File: src/rtl/assert_macros.svh
// Assertion macros shared by the RTL files of the fractional baud calculator.
// Depends on nothing; include by bare file name where assertions are written.
`ifndef ASSERT_MACROS_SVH
`define ASSERT_MACROS_SVH

// Check a consequent in the same cycle as its antecedent.
`define UFBC_ASSERT_SAME(lbl, clk, rst_n, ante, cons) \
    lbl: assert property (@(posedge clk) disable iff (!rst_n) (ante) |-> (cons)) \
        else $error("ufbc assertion failed");

// Check a consequent in the cycle after its antecedent.
`define UFBC_ASSERT_NEXT(lbl, clk, rst_n, ante, cons) \
    lbl: assert property (@(posedge clk) disable iff (!rst_n) (ante) |=> (cons)) \
        else $error("ufbc assertion failed");

`endif

File: src/rtl/ufbc_pkg.sv
// Package of the fractional baud calculator: widths, constants, payload types,
// status codes and the sequencer states. Depends on nothing.
package ufbc_pkg;

    localparam int CLOCK_W   = 27;
    localparam int BAUD_W    = 32;
    localparam int EXP_W     = 4;
    localparam int DIVISOR_W = 12;
    // A rate inside the window is at most clock/16, so it fits below 2^23.
    localparam int BAUD_OK_W = CLOCK_W - 4;
    localparam int BAUD2_W   = BAUD_OK_W + 1;
    localparam int CALC_W    = 32;

    localparam logic [CLOCK_W-1:0] CLOCK_RESET = 27'd32000000;
    localparam int MAX_SHIFT = 4;
    localparam int MIN_SHIFT = 23;
    localparam logic [7:0] LIMIT_START = 8'd255;

    localparam logic signed [EXP_W-1:0] EXP_MIN      = -4'sd7;
    localparam logic signed [EXP_W-1:0] EXP_MAX      = 4'sd7;
    localparam logic signed [EXP_W-1:0] EXP_OR_BELOW = -4'sd3;
    localparam logic signed [EXP_W-1:0] EXP_INVALID  = -4'sd8;

    // Quotient bits produced by the serial divider; every quotient stays below 2^17.
    localparam int DIV_STEPS = 18;
    localparam int DIV_CNT_W = $clog2(DIV_STEPS);

    localparam logic STATUS_OK    = 1'b0;
    localparam logic STATUS_RANGE = 1'b1;

    typedef struct packed {
        logic [BAUD_W-1:0] requested_baud;
    } ufbc_req_t;

    typedef struct packed {
        logic                        status;
        logic signed [EXP_W-1:0]     scale_exp;
        logic [DIVISOR_W-1:0]        divisor;
    } ufbc_res_t;

    typedef struct packed {
        logic busy;
        logic done;
    } ufbc_unit_stat_t;

    typedef enum logic [1:0] {
        ST_IDLE,
        ST_SEARCH,
        ST_DIVIDE,
        ST_FINISH
    } ufbc_state_t;

endpackage

File: src/rtl/ufbc_if.sv
// Valid/ready channel interfaces for requests and results of the baud calculator.
// Depends on ufbc_pkg for the payload types.
interface ufbc_req_if;
    logic                 valid;
    logic                 ready;
    ufbc_pkg::ufbc_req_t  data;

    modport source (output valid, output data, input ready);
    modport sink   (input valid, input data, output ready);
endinterface

interface ufbc_res_if;
    logic                 valid;
    logic                 ready;
    ufbc_pkg::ufbc_res_t  data;

    modport source (output valid, output data, input ready);
    modport sink   (input valid, input data, output ready);
endinterface

File: src/rtl/ufbc_search.sv
// Scale exponent search: one limit step per cycle, with the limit kept
// premultiplied by the doubled rate so no quotient is needed. Depends on ufbc_pkg.
module ufbc_search (
    input  logic                                 clk,
    input  logic                                 rst_n,
    input  logic                                 start,
    input  logic [ufbc_pkg::BAUD2_W-1:0]         baud2,
    input  logic [ufbc_pkg::CLOCK_W-1:0]         clock_hz,
    output ufbc_pkg::ufbc_unit_stat_t            stat,
    output logic signed [ufbc_pkg::EXP_W-1:0]    exp
);

    logic                                 busy_reg, busy_next;
    logic signed [ufbc_pkg::EXP_W-1:0]    e_reg, e_next;
    logic [ufbc_pkg::CALC_W-1:0]          p_reg, p_next;
    logic [ufbc_pkg::BAUD2_W-1:0]         baud2_reg, baud2_next;
    logic                                 hit;

    // ratio < limit holds exactly when clock < limit * (2 * rate)
    assign hit = (ufbc_pkg::CALC_W'(clock_hz) < p_reg) || (e_reg == ufbc_pkg::EXP_MAX);

    always_comb
    begin
        busy_next  = busy_reg;
        e_next     = e_reg;
        p_next     = p_reg;
        baud2_next = baud2_reg;
        if (start)
        begin
            busy_next  = 1'b1;
            e_next     = ufbc_pkg::EXP_MIN;
            baud2_next = baud2;
            p_next     = ufbc_pkg::CALC_W'(ufbc_pkg::CALC_W'(baud2)
                         * ufbc_pkg::CALC_W'(ufbc_pkg::LIMIT_START));
        end
        else if (busy_reg)
        begin
            if (hit)
            begin
                busy_next = 1'b0;
            end
            else
            begin
                e_next = e_reg + 4'sd1;
                // Low exponents turn the limit L into 2L+1, the rest into 2L.
                if (e_reg < ufbc_pkg::EXP_OR_BELOW)
                begin
                    p_next = (p_reg << 1) + ufbc_pkg::CALC_W'(baud2_reg);
                end
                else
                begin
                    p_next = p_reg << 1;
                end
            end
        end
    end

    always_ff @(posedge clk or negedge rst_n)
    begin
        if (!rst_n)
        begin
            busy_reg <= 1'b0;
        end
        else
        begin
            busy_reg <= busy_next;
        end
    end

    always_ff @(posedge clk)
    begin
        e_reg     <= e_next;
        p_reg     <= p_next;
        baud2_reg <= baud2_next;
    end

    assign stat.busy = busy_reg;
    assign stat.done = busy_reg && hit;
    assign exp       = e_reg;

endmodule

File: src/rtl/ufbc_div.sv
// Restoring divider, one quotient bit per cycle through a shift register.
// Depends on ufbc_pkg for widths and the step count.
module ufbc_div (
    input  logic                                  clk,
    input  logic                                  rst_n,
    input  logic                                  start,
    input  logic [ufbc_pkg::CALC_W-1:0]           num,
    input  logic [ufbc_pkg::CALC_W-1:0]           den,
    output ufbc_pkg::ufbc_unit_stat_t             stat,
    output logic [ufbc_pkg::DIV_STEPS-1:0]        quot
);

    logic                                  busy_reg, busy_next;
    logic                                  done_reg, done_next;
    logic [ufbc_pkg::DIV_CNT_W-1:0]        cnt_reg, cnt_next;
    logic [ufbc_pkg::CALC_W-1:0]           rem_reg, rem_next;
    logic [ufbc_pkg::DIV_STEPS-1:0]        q_reg, q_next;
    logic [ufbc_pkg::CALC_W:0]             trial;
    logic                                  fits;

    assign trial = {rem_reg, q_reg[ufbc_pkg::DIV_STEPS-1]};
    assign fits  = trial >= {1'b0, den};

    always_comb
    begin
        busy_next = busy_reg;
        done_next = 1'b0;
        cnt_next  = cnt_reg;
        rem_next  = rem_reg;
        q_next    = q_reg;
        if (start)
        begin
            busy_next = 1'b1;
            cnt_next  = ufbc_pkg::DIV_CNT_W'(ufbc_pkg::DIV_STEPS - 1);
            // The high part stays below the divisor because the quotient is short.
            rem_next  = num >> ufbc_pkg::DIV_STEPS;
            q_next    = num[ufbc_pkg::DIV_STEPS-1:0];
        end
        else if (busy_reg)
        begin
            rem_next = fits ? ufbc_pkg::CALC_W'(trial - {1'b0, den})
                            : ufbc_pkg::CALC_W'(trial);
            q_next   = {q_reg[ufbc_pkg::DIV_STEPS-2:0], fits};
            cnt_next = cnt_reg - 1'b1;
            if (cnt_reg == '0)
            begin
                busy_next = 1'b0;
                done_next = 1'b1;
            end
        end
    end

    always_ff @(posedge clk or negedge rst_n)
    begin
        if (!rst_n)
        begin
            busy_reg <= 1'b0;
            done_reg <= 1'b0;
        end
        else
        begin
            busy_reg <= busy_next;
            done_reg <= done_next;
        end
    end

    always_ff @(posedge clk)
    begin
        cnt_reg <= cnt_next;
        rem_reg <= rem_next;
        q_reg   <= q_next;
    end

    // The done pulse moves the sequencer out of its DIVIDE state.
    assign stat.busy = busy_reg;
    assign stat.done = done_reg;
    assign quot      = q_reg;

endmodule

File: src/rtl/usart_fractional_baud_calc.sv
// Channel   Dir   Payload                               Transaction
// req       in    requested_baud[31:0]                  valid & ready
// res       out   status, scale_exp[3:0], divisor[11:0] valid & ready
// cfg       in    cfg_wr_data[26:0] (clock_hz)          cfg_wr_en
//
// An in-range request passes from accept to result through the exponent search
// (one limit per cycle), the serial divider (18 quotient bits, one per cycle,
// then its done flag) and the load of the output register. An out-of-range
// request skips the search and the divider and goes straight to that load.
// rst_n clears control state and restores clock_hz to 32 MHz; req is stalled
// while a request is in work, and a finished result waits in the output register.
//
// Top level of the fractional baud calculator. Depends on ufbc_pkg, ufbc_if,
// ufbc_search, ufbc_div and assert_macros.svh.
`include "assert_macros.svh"

module usart_fractional_baud_calc (
    input  logic                             clk,
    input  logic                             rst_n,
    ufbc_req_if.sink                         req,
    ufbc_res_if.source                       res,
    input  logic                             cfg_wr_en,
    input  logic [ufbc_pkg::CLOCK_W-1:0]     cfg_wr_data
);

    ufbc_pkg::ufbc_state_t                 state_reg, state_next;
    logic [ufbc_pkg::CLOCK_W-1:0]          clock_hz_reg;
    logic [ufbc_pkg::BAUD_OK_W-1:0]        baud_reg;
    logic                                  pend_status_reg;
    logic signed [ufbc_pkg::EXP_W-1:0]     pend_exp_reg;
    logic [ufbc_pkg::DIVISOR_W-1:0]        pend_div_reg;
    logic                                  res_valid_reg, res_valid_next;
    ufbc_pkg::ufbc_res_t                   res_data_reg;

    logic                                  accept;
    logic                                  in_range;
    logic                                  load_out;
    logic                                  search_start;
    logic [ufbc_pkg::BAUD2_W-1:0]          baud2_in;
    ufbc_pkg::ufbc_unit_stat_t             search_stat;
    ufbc_pkg::ufbc_unit_stat_t             div_stat;
    logic signed [ufbc_pkg::EXP_W-1:0]     search_exp;
    logic [ufbc_pkg::DIV_STEPS-1:0]        quot;

    logic signed [ufbc_pkg::EXP_W:0]       k5;
    logic [ufbc_pkg::EXP_W:0]              neg_k5;
    logic [ufbc_pkg::EXP_W-1:0]            sh_up;
    logic [ufbc_pkg::EXP_W-1:0]            sh_dn;
    logic [ufbc_pkg::CALC_W-1:0]           baud_w;
    logic [ufbc_pkg::CALC_W-1:0]           baud2_w;
    logic [ufbc_pkg::CALC_W-1:0]           clk_w;
    logic [ufbc_pkg::CALC_W-1:0]           clk_less;
    logic [ufbc_pkg::CALC_W-1:0]           num;
    logic [ufbc_pkg::CALC_W-1:0]           den;
    logic [ufbc_pkg::DIVISOR_W-1:0]        div_adj;

    // Window: 1 <= rate, clock>>23 <= rate <= clock>>4
    assign in_range = (req.data.requested_baud
                        <= ufbc_pkg::BAUD_W'(clock_hz_reg >> ufbc_pkg::MAX_SHIFT))
                   && (req.data.requested_baud
                        >= ufbc_pkg::BAUD_W'(clock_hz_reg >> ufbc_pkg::MIN_SHIFT))
                   && (req.data.requested_baud != '0);

    assign req.ready    = (state_reg == ufbc_pkg::ST_IDLE);
    assign accept       = req.valid && req.ready;
    assign search_start = accept && in_range;
    assign baud2_in     = {req.data.requested_baud[ufbc_pkg::BAUD_OK_W-1:0], 1'b0};
    assign load_out     = (state_reg == ufbc_pkg::ST_FINISH) && (!res_valid_reg || res.ready);

    ufbc_search u_search (
        .clk      (clk),
        .rst_n    (rst_n),
        .start    (search_start),
        .baud2    (baud2_in),
        .clock_hz (clock_hz_reg),
        .stat     (search_stat),
        .exp      (search_exp)
    );

    // Divider operands: k = exp + 3 sets the shift of either the remainder or the rate.
    assign k5      = {search_exp[ufbc_pkg::EXP_W-1], search_exp} + 5'sd3;
    assign neg_k5  = 5'd0 - k5;
    assign sh_up   = k5[ufbc_pkg::EXP_W-1:0];
    assign sh_dn   = neg_k5[ufbc_pkg::EXP_W-1:0];
    assign baud_w  = ufbc_pkg::CALC_W'(baud_reg);
    assign baud2_w = {baud_w[ufbc_pkg::CALC_W-2:0], 1'b0};
    assign clk_w   = ufbc_pkg::CALC_W'(clock_hz_reg);
    assign clk_less = clk_w - (baud2_w << 3);

    always_comb
    begin
        if (search_exp[ufbc_pkg::EXP_W-1])
        begin
            if (k5[ufbc_pkg::EXP_W] || (k5 == 5'sd0))
            begin
                num = (clk_less << sh_dn) + baud_w;
                den = baud2_w;
            end
            else
            begin
                num = clk_less + (baud_w << sh_up);
                den = baud2_w << sh_up;
            end
        end
        else
        begin
            num = clk_w + (baud_w << sh_up);
            den = baud2_w << sh_up;
        end
    end

    ufbc_div u_div (
        .clk   (clk),
        .rst_n (rst_n),
        .start (search_stat.done),
        .num   (num),
        .den   (den),
        .stat  (div_stat),
        .quot  (quot)
    );

    // Drop one from the divisor for non-negative exponents.
    assign div_adj = quot[ufbc_pkg::DIVISOR_W-1:0]
                   - ufbc_pkg::DIVISOR_W'(!pend_exp_reg[ufbc_pkg::EXP_W-1]);

    always_comb
    begin
        state_next     = state_reg;
        res_valid_next = res_valid_reg;
        if (res.ready)
        begin
            res_valid_next = 1'b0;
        end
        if (load_out)
        begin
            res_valid_next = 1'b1;
        end
        case (state_reg)
            ufbc_pkg::ST_IDLE:
            begin
                if (accept)
                begin
                    state_next = in_range ? ufbc_pkg::ST_SEARCH : ufbc_pkg::ST_FINISH;
                end
            end
            ufbc_pkg::ST_SEARCH:
            begin
                if (search_stat.done)
                begin
                    state_next = ufbc_pkg::ST_DIVIDE;
                end
            end
            ufbc_pkg::ST_DIVIDE:
            begin
                if (div_stat.done)
                begin
                    state_next = ufbc_pkg::ST_FINISH;
                end
            end
            ufbc_pkg::ST_FINISH:
            begin
                if (load_out)
                begin
                    state_next = ufbc_pkg::ST_IDLE;
                end
            end
            default:
            begin
                state_next = ufbc_pkg::ST_IDLE;
            end
        endcase
    end

    always_ff @(posedge clk or negedge rst_n)
    begin
        if (!rst_n)
        begin
            state_reg     <= ufbc_pkg::ST_IDLE;
            res_valid_reg <= 1'b0;
            clock_hz_reg  <= ufbc_pkg::CLOCK_RESET;
        end
        else
        begin
            state_reg     <= state_next;
            res_valid_reg <= res_valid_next;
            if (cfg_wr_en)
            begin
                clock_hz_reg <= cfg_wr_data;
            end
        end
    end

    always_ff @(posedge clk)
    begin
        if (accept)
        begin
            baud_reg        <= req.data.requested_baud[ufbc_pkg::BAUD_OK_W-1:0];
            pend_status_reg <= in_range ? ufbc_pkg::STATUS_OK : ufbc_pkg::STATUS_RANGE;
            pend_exp_reg    <= '0;
            pend_div_reg    <= '0;
        end
        if (search_stat.done)
        begin
            pend_exp_reg <= search_exp;
        end
        if (div_stat.done)
        begin
            pend_div_reg <= div_adj;
        end
        if (load_out)
        begin
            res_data_reg.status    <= pend_status_reg;
            res_data_reg.scale_exp <= pend_exp_reg;
            res_data_reg.divisor   <= pend_div_reg;
        end
    end

    assign res.valid = res_valid_reg;
    assign res.data  = res_data_reg;

    `UFBC_ASSERT_NEXT(a_accept_leaves_idle, clk, rst_n,
        req.valid && req.ready, state_reg != ufbc_pkg::ST_IDLE)
    `UFBC_ASSERT_SAME(a_div_done_in_divide, clk, rst_n,
        div_stat.done, state_reg == ufbc_pkg::ST_DIVIDE && !search_stat.busy)
    `UFBC_ASSERT_SAME(a_range_result_zero, clk, rst_n,
        res.valid && res.data.status == ufbc_pkg::STATUS_RANGE,
        res.data.scale_exp == '0 && res.data.divisor == '0)
    `UFBC_ASSERT_SAME(a_exp_in_span, clk, rst_n,
        res.valid, res.data.scale_exp != ufbc_pkg::EXP_INVALID)

endmodule
File: src/flat_wrapper.sv
// flat-port wrapper written by rule: the top's interface ports become plain ports
module usart_fractional_baud_calc_flat 
  (clk, rst_n, cfg_wr_en, cfg_wr_data, req_valid, req_data, req_ready, res_valid, res_data, res_ready);
  ufbc_req_if req_i ();
  ufbc_res_if res_i ();
  input  logic clk;
  input  logic rst_n;
  input  logic cfg_wr_en;
  input  logic [ufbc_pkg::CLOCK_W-1:0] cfg_wr_data;
  input wire logic [$bits(req_i.valid)-1:0] req_valid;
  input wire logic [$bits(req_i.data)-1:0] req_data;
  output wire logic [$bits(req_i.ready)-1:0] req_ready;
  output wire logic [$bits(res_i.valid)-1:0] res_valid;
  output wire logic [$bits(res_i.data)-1:0] res_data;
  input wire logic [$bits(res_i.ready)-1:0] res_ready;
  assign req_i.valid = req_valid;
  assign req_i.data = req_data;
  assign req_ready = req_i.ready;
  assign res_valid = res_i.valid;
  assign res_data = res_i.data;
  assign res_i.ready = res_ready;
  usart_fractional_baud_calc u_core (.clk(clk), .rst_n(rst_n), .req(req_i), .res(res_i), .cfg_wr_en(cfg_wr_en), .cfg_wr_data(cfg_wr_data));
endmodule
File: config.mk
export PLATFORM = sky130hd
export DESIGN_NAME = usart_fractional_baud_calc_flat
export DESIGN_NICKNAME = d
export VERILOG_FILES = /design/src/rtl/ufbc_pkg.sv /design/src/rtl/ufbc_if.sv /design/src/rtl/ufbc_search.sv /design/src/rtl/ufbc_div.sv /design/src/rtl/usart_fractional_baud_calc.sv /design/src/flat_wrapper.sv
export VERILOG_INCLUDE_DIRS = /design/src /design/src/rtl
export SDC_FILE = /design/constraint.sdc
export NUM_CORES = 1
export LEC_CHECK = 0
export BUFFER_PORTS_ARGS = -buffer_cell sky130_fd_sc_hd__buf_2
export CAP_MARGIN = 10
export CORE_ASPECT_RATIO = 0.6
export CORE_UTILIZATION = 59
export CTS_CLUSTER_DIAMETER = 30
export DETAILED_ROUTE_END_ITERATION = 8
export PLACE_DENSITY = 0.85
export SLEW_MARGIN = 10
export SYNTH_ARGS = -nofsm -noshare
export SYNTH_HDL_FRONTEND = slang
export SYNTH_HIERARCHICAL = 1
export SYNTH_SLANG_ARGS = --single-unit
File: constraint.sdc
create_clock -name clk -period 6.8 [get_ports clk]
set_input_delay 1.36 -clock clk [delete_from_list [all_inputs] [get_ports clk]]
set_output_delay 1.36 -clock clk [all_outputs]
set_load 0.01 [all_outputs]
==> impl_metrics.toml, run 1 <==
[timing]
worst-slew-pin-transition_ns = 1.14
final-max-slew-violation-count = 0
fmax_mhz = 151
skew_ns = 0.0294
slew_headroom = 0.235
setup-tns-final_ns = 0
finalSetupViolCount = 0
post-route-period-util = 0.971
grt_setup_unrepaired = "false"
timing_hold_violations_final = 0
final_period_minus_worst_setup_slack_ns = 6.60

[floorplanning]
die_height_um = 167
die_w_um = 276
pin_count = 83
core_area_mm2 = 0.0439
initial_core_util = 0.606
fp.dieArea_mm2 = 0.0460
rows = 59

[clocking]
ctsHtreeMaxLevel = 2
tritoncts.num_buffers = 39
worst_setup_hold_path_clk_slew_ns = 0.05
cts_setup_buffers = 0
postCtsResizedCells = 0
cts_root_buffer = "sky130_fd_sc_hd__clkbuf_16"
insertion_delay_ns = 0.56
cts-hold-fix-buffers = 0
clock_path_buffers = 3
cts_num_sinks = 205
cts_tree = "yes"

[drt]
detail_route.vias_per_cell = 6.73
first_iter_violations = 3911
antenna_left = 0
routedWlPerCell_um = 25.3
routed-via-count = 26100
drc = 0
dr.pass1.iters = 6
totalWireLength_um = 97900

[global_routing]
grt_pass1_vias = 24300
globalRouteTotalUtil = 0.423
grt_pass1_wl_um = 149000
number_of_antenna_violations_at_the_first_check_in_global_routing = 1
gr-total-overflow = 0
maximum_number_of_pins_on_one_net_before_global_route_repair = 56

[worst_setup_path]
critical_path_cell_with_the_highest_stage_delay = "sky130_fd_sc_hd__nor2_1"
max_stage_delay_on_crit_path_ns = 0.67
worst_setup_path_end_kind = "register"
path_cells = "inv_1 -> ha_2 -> clkinv_1 -> nor2_1 -> a22oi_1 -> mux2_2 -> nor2_1 -> ha_1 -> a211o_1 -> o22a_1 -> a32oi_1 -> nor3_1 -> o221a_2 -> o21bai_1 -> o21a_1 -> nor4b_1 -> xnor2_1 -> o22ai_1 -> a21oi_1 -> nor2_1 -> a21oi_1"
critPathMostFrequentCell = "sky130_fd_sc_hd__nor2_1"
critical_path.startpoint_type = "register"
maximum_fanout_count_along_the_critical_path = 12
required_ns = 7.08
worstSetupPathType = "register to register"
arrival_ns = 6.88

[power_and_ir_drop]
cellLeakagePower_nw = 13.3
ir_worst_vdd_mv = 0.364
totalPowerFinal_mw = 10.1
power_density_mw_per_mm2 = 345

[synthesis]
warnings_from_yosys = 6
synthesis.area_per_instance_um2 = 8.44
postSynthCellCount = 3155
synth_area_mm2 = 0.0266

[layout]
stdcell_count = 3869
final_net_count = 3708
drive_gt1_frac = 0.121
stdcell_area_mm2 = 0.0293
layout.core_utilization = 0.668
flow.area_growth_from_synthesis_pct = 10.2

[placement]
detailed_place_hpwl_um = 79200
port_buffers = 82
dpl_cell_area_mm2 = 0.0280
place_inst = 3795
globalplace.congestion = 1.07

[hold_path]
worstHoldPathType = "register to register"

[outcome]
outcome = "finished clean"

[flow_run]
drv.max_cap_violation_count = 0
[path summary, 6_finish.rpt]
path | startpoint | endpoint | slack (ns) | cells past startpoint
setup reg to reg | u_core/u_search/exp[1] | u_core/u_div/rem_reg[13] | 0.20 | 21
min in group asynchronous | rst_n | u_core/u_div/done_reg | 0.99 | 1
setup / recovery | u_core/u_search/exp[1] | u_core/u_div/rem_reg[13] | 0.20 | 21
max in group asynchronous | rst_n | u_core/clock_hz_reg[25] | 5.11 | 1
hold / removal | u_core/pend_exp_reg[2] | u_core/res.data[14] | 0.42 | 0
hold reg to reg | u_core/pend_exp_reg[2] | u_core/res.data[14] | 0.42 | 0
[worst max-delay path, delay by kind of cell (launching register included)]
family / cells / cell delay, ns
buffers and inverters: 2 / 0.52
AOI/OAI and AO/OA: 10 / 2.03
adders and majority gates: 2 / 0.74
and+or+nand+nor: 5 / 2.10
DFF: 1 / 0.42
muxes: 1 / 0.40
xor gates and xnor gates: 1 / 0.13
[report_power, final]
part	internal (mW)	switching (mW)
Combinational	2.54	4.08
Clock	1.18	0.752
Sequential	1.47	0.113
Total	5.19	4.94
[per-stage QoR]
stage	worst slack [ns]	hold WS [ns]
2_1_floorplan	0.228	0.400
5_1_grt	0.0812	0.426
3_5_place_dp	0.291	0.405
4_1_cts	0.629	0.420
3_3_place_gp	0.426	0.401
6_report	0.195	0.418
[layer usage]
metal	GRT usage	share of wire
met3	0.139	0.16
met1	0.671	0.46
met4	0.0850	0.018
met5	0	0.00013
met2	0.539	0.37
[layout make-up]
class,instances,area (um^2)
Fill cell,3579,14600
Tap cell,579,724
Sequential cell,205,5730
Timing Repair Buffer,172,1120
Multi-Input combinational cell,2492,19200
Inverter,347,1300
Clock buffer,47,1030
Antenna cell,3,7.51
Clock inverter,24,267
[cells in the final DEF, fill, tap and decap left out, types with 82 or more instances in the layout]
cell type,instances
sky130_fd_sc_hd__inv_1,343
sky130_fd_sc_hd__ha_1,271
sky130_fd_sc_hd__fa_1,115
sky130_fd_sc_hd__nand2_1,275
sky130_fd_sc_hd__buf_2,82
sky130_fd_sc_hd__a21oi_1,268
sky130_fd_sc_hd__nor2_1,242
sky130_fd_sc_hd__edfxtp_1,145
sky130_fd_sc_hd__a21o_1,105
sky130_fd_sc_hd__buf_4,87
sky130_fd_sc_hd__xnor2_1,99
sky130_fd_sc_hd__o21ai_0,184
Note: power is estimated with default switching activity, not from simulation.
==> inputs of run 2 (changes only) <==
Settings changed: PLACE_DENSITY 0.85 to 0.77.
==> run 2 against run 1 <==
Against the previous run:
- utilization is 0.70 points higher
- sequential cell count unchanged
- first-iteration DRC count is 6.5% lower
- non-clock buffer count is 7 higher
- combinational power down 2%
- clock-buffer cell count rose by 1
==> impl_metrics.toml, run 2 (synthesis results as in run 1) <==
[timing]
setup-tns-final_ns = 0
final_period_minus_worst_setup_slack_ns = 6.64
grt_setup_unrepaired = "false"
finalSetupViolCount = 0
final-max-slew-violation-count = 0
worst-slew-pin-transition_ns = 1.29
post-route-period-util = 0.976
worst_hold_slack_ns = 0.416
slew_headroom = 0.137
timing_hold_violations_final = 0
skew_ns = 0.0420
fmax_mhz = 151

[clocking]
ctsHtreeMaxLevel = 2
cts_root_buffer = "sky130_fd_sc_hd__clkbuf_16"
cts-hold-fix-buffers = 0
cts_tree = "yes"
clock_path_buffers = 3
insertion_delay_ns = 0.57
worst_setup_hold_path_clk_slew_ns = 0.05
cts_num_sinks = 205
tritoncts.num_buffers = 43

[hold_path]
worstHoldPathType = "register to register"
min_from = "u_core/pend_div_reg[8]"

[global_routing]
grt_met3_use = 0.140
grt_pass1_wl_um = 146000
groute.layer.met1.usage = 0.650
globalRoute.busiestLayer = "met1"
gr-total-overflow = 0
grt_pass1_vias = 24000
global_routing_usage_on_met2 = 0.525
number_of_antenna_violations_at_the_first_check_in_global_routing = 1
globalRouteTotalUtil = 0.411
maximum_number_of_pins_on_one_net_before_global_route_repair = 54

[worst_setup_path]
arrival_ns = 6.90
worst_setup_path_end_kind = "register"
maximum_fanout_count_along_the_critical_path = 39
critical_path.startpoint_type = "register"
reg2reg_from = "u_core/u_search/exp[0]"
required_ns = 7.06
crit_start = "u_core/u_search/exp[0]"
worstSetupPathType = "register to register"

[drt]
detail_route.vias_per_cell = 6.69
drc = 0
totalWireLength_um = 95800
routed-via-count = 26000
routedWlPerCell_um = 24.7
first_iter_violations = 3655
antenna_left = 0
dr.pass1.iters = 8

[layout]
antenna-diode-count = 0
mostFrequentLayoutCell = "sky130_fd_sc_hd__inv_1"
final_cell_mix = "sky130_fd_sc_hd__inv_1, sky130_fd_sc_hd__nand2_1, sky130_fd_sc_hd__ha_1, sky130_fd_sc_hd__a21oi_1, sky130_fd_sc_hd__nor2_1"
final_net_count = 3719
flow.area_growth_from_synthesis_pct = 11.3
layout.core_utilization = 0.675
stdcell_area_mm2 = 0.0297
drive_gt1_frac = 0.127

[floorplanning]
fp.dieArea_mm2 = 0.0460
core_area_mm2 = 0.0439
die_height_um = 167
rows = 59
die_w_um = 276
pin_count = 83
initial_core_util = 0.606

[power_and_ir_drop]
power_density_mw_per_mm2 = 347
cellLeakagePower_nw = 13.5
ir_worst_vdd_mv = 0.370
totalPowerFinal_mw = 10.3

[outcome]
outcome = "finished clean"

[placement]
port_buffers = 82
detailed_place_hpwl_um = 77200
globalplace.congestion = 1.05
dpl_cell_area_mm2 = 0.0281

[flow_run]
drv.max_cap_violation_count = 0
==> run 2: changes by cell type in the layout (fill, tap and decap cells not counted), sizes merged <==
| cell | delta |
|---|---|
| bufinv | +3 |
| clkbuf | +1 |
| buf | +7 |
| inv | +5 |
| diode | -3 |
==> run 2: layer usage <==
metal | up-vias | wire [um] | share of wire
li1 | 11600 | - | -
met1 | 12400 | 43900 | 0.46
met2 | 1784 | 35000 | 0.37
met3 | 153 | 15000 | 0.16
met4 | 0 | 1820 | 0.019
met5 | - | 0 | 0
==> run 2: area by class of cell <==
class                   instances  area [um^2]
clock buffers                  48         1150
clock inverters                32          402
repair buffers                179         1180
flip-flops and latches        205         5730
multi-input cells            2492        19200
inverters                     347         1300
fillers                      3585        14300
well taps                     579          724
==> run 2: power by group <==
group	leakage, nW	internal (mW)	total, mW	switching (mW)
clock	0.750	1.44	2.26	0.817
sequential	1.92	1.47	1.58	0.107
combinational	10.8	2.51	6.47	3.96
==> run 2: critical path, stage by stage, from the launching register on <==
cell and delay (ns):
sky130_fd_sc_hd__dfxtp_2 0.54, sky130_fd_sc_hd__inv_1 0.14, sky130_fd_sc_hd__ha_2 0.44, sky130_fd_sc_hd__buf_4 0.42
sky130_fd_sc_hd__buf_4 0.39, sky130_fd_sc_hd__nand2_1 0.08, sky130_fd_sc_hd__o21ai_0 0.12, sky130_fd_sc_hd__nor2_1 0.06
sky130_fd_sc_hd__a21oi_1 0.18, sky130_fd_sc_hd__mux2_2 0.23, sky130_fd_sc_hd__nor2_1 0.05, sky130_fd_sc_hd__a21oi_1 0.35
sky130_fd_sc_hd__and2_1 0.19, sky130_fd_sc_hd__inv_1 0.04, sky130_fd_sc_hd__ha_1 0.47, sky130_fd_sc_hd__nand4_1 0.25
sky130_fd_sc_hd__nor4_1 0.07, sky130_fd_sc_hd__buf_4 0.16, sky130_fd_sc_hd__a2111oi_0 0.35, sky130_fd_sc_hd__o211ai_1 0.22
sky130_fd_sc_hd__a2111oi_4 0.71, sky130_fd_sc_hd__nor2_4 0.08, sky130_fd_sc_hd__buf_12 0.21, sky130_fd_sc_hd__o21ai_1 0.38
sky130_fd_sc_hd__a21oi_1 0.12
==> run 2: per-stage QoR <==
stage	instances	setup slack, ns
6_report	3882	0.163
3_3_place_gp	3802	0.427
2_1_floorplan	3161	0.228
3_5_place_dp	3802	0.263
4_1_cts	3882	0.339
5_1_grt	3882	0.0390
==> run 2: what timing repair did <==
action | in CTS | in global routing
setup buffers | 0 | 0
setup endpoints to repair | 0 | 3
gates resized for setup | 0 | 3
==> run 2: path summary, 6_finish.rpt <==
path,endpoint,slack (ns),cells past startpoint
max,u_core/u_div/rem_reg[13],0.16,24
min,u_core/res.data[8],0.42,0
max reg2reg,u_core/u_div/rem_reg[13],0.16,24
min reg2reg,u_core/res.data[8],0.42,0
max in group asynchronous,u_core/clock_hz_reg[25],5.19,1
min in group asynchronous,u_core/clock_hz_reg[1],0.97,1
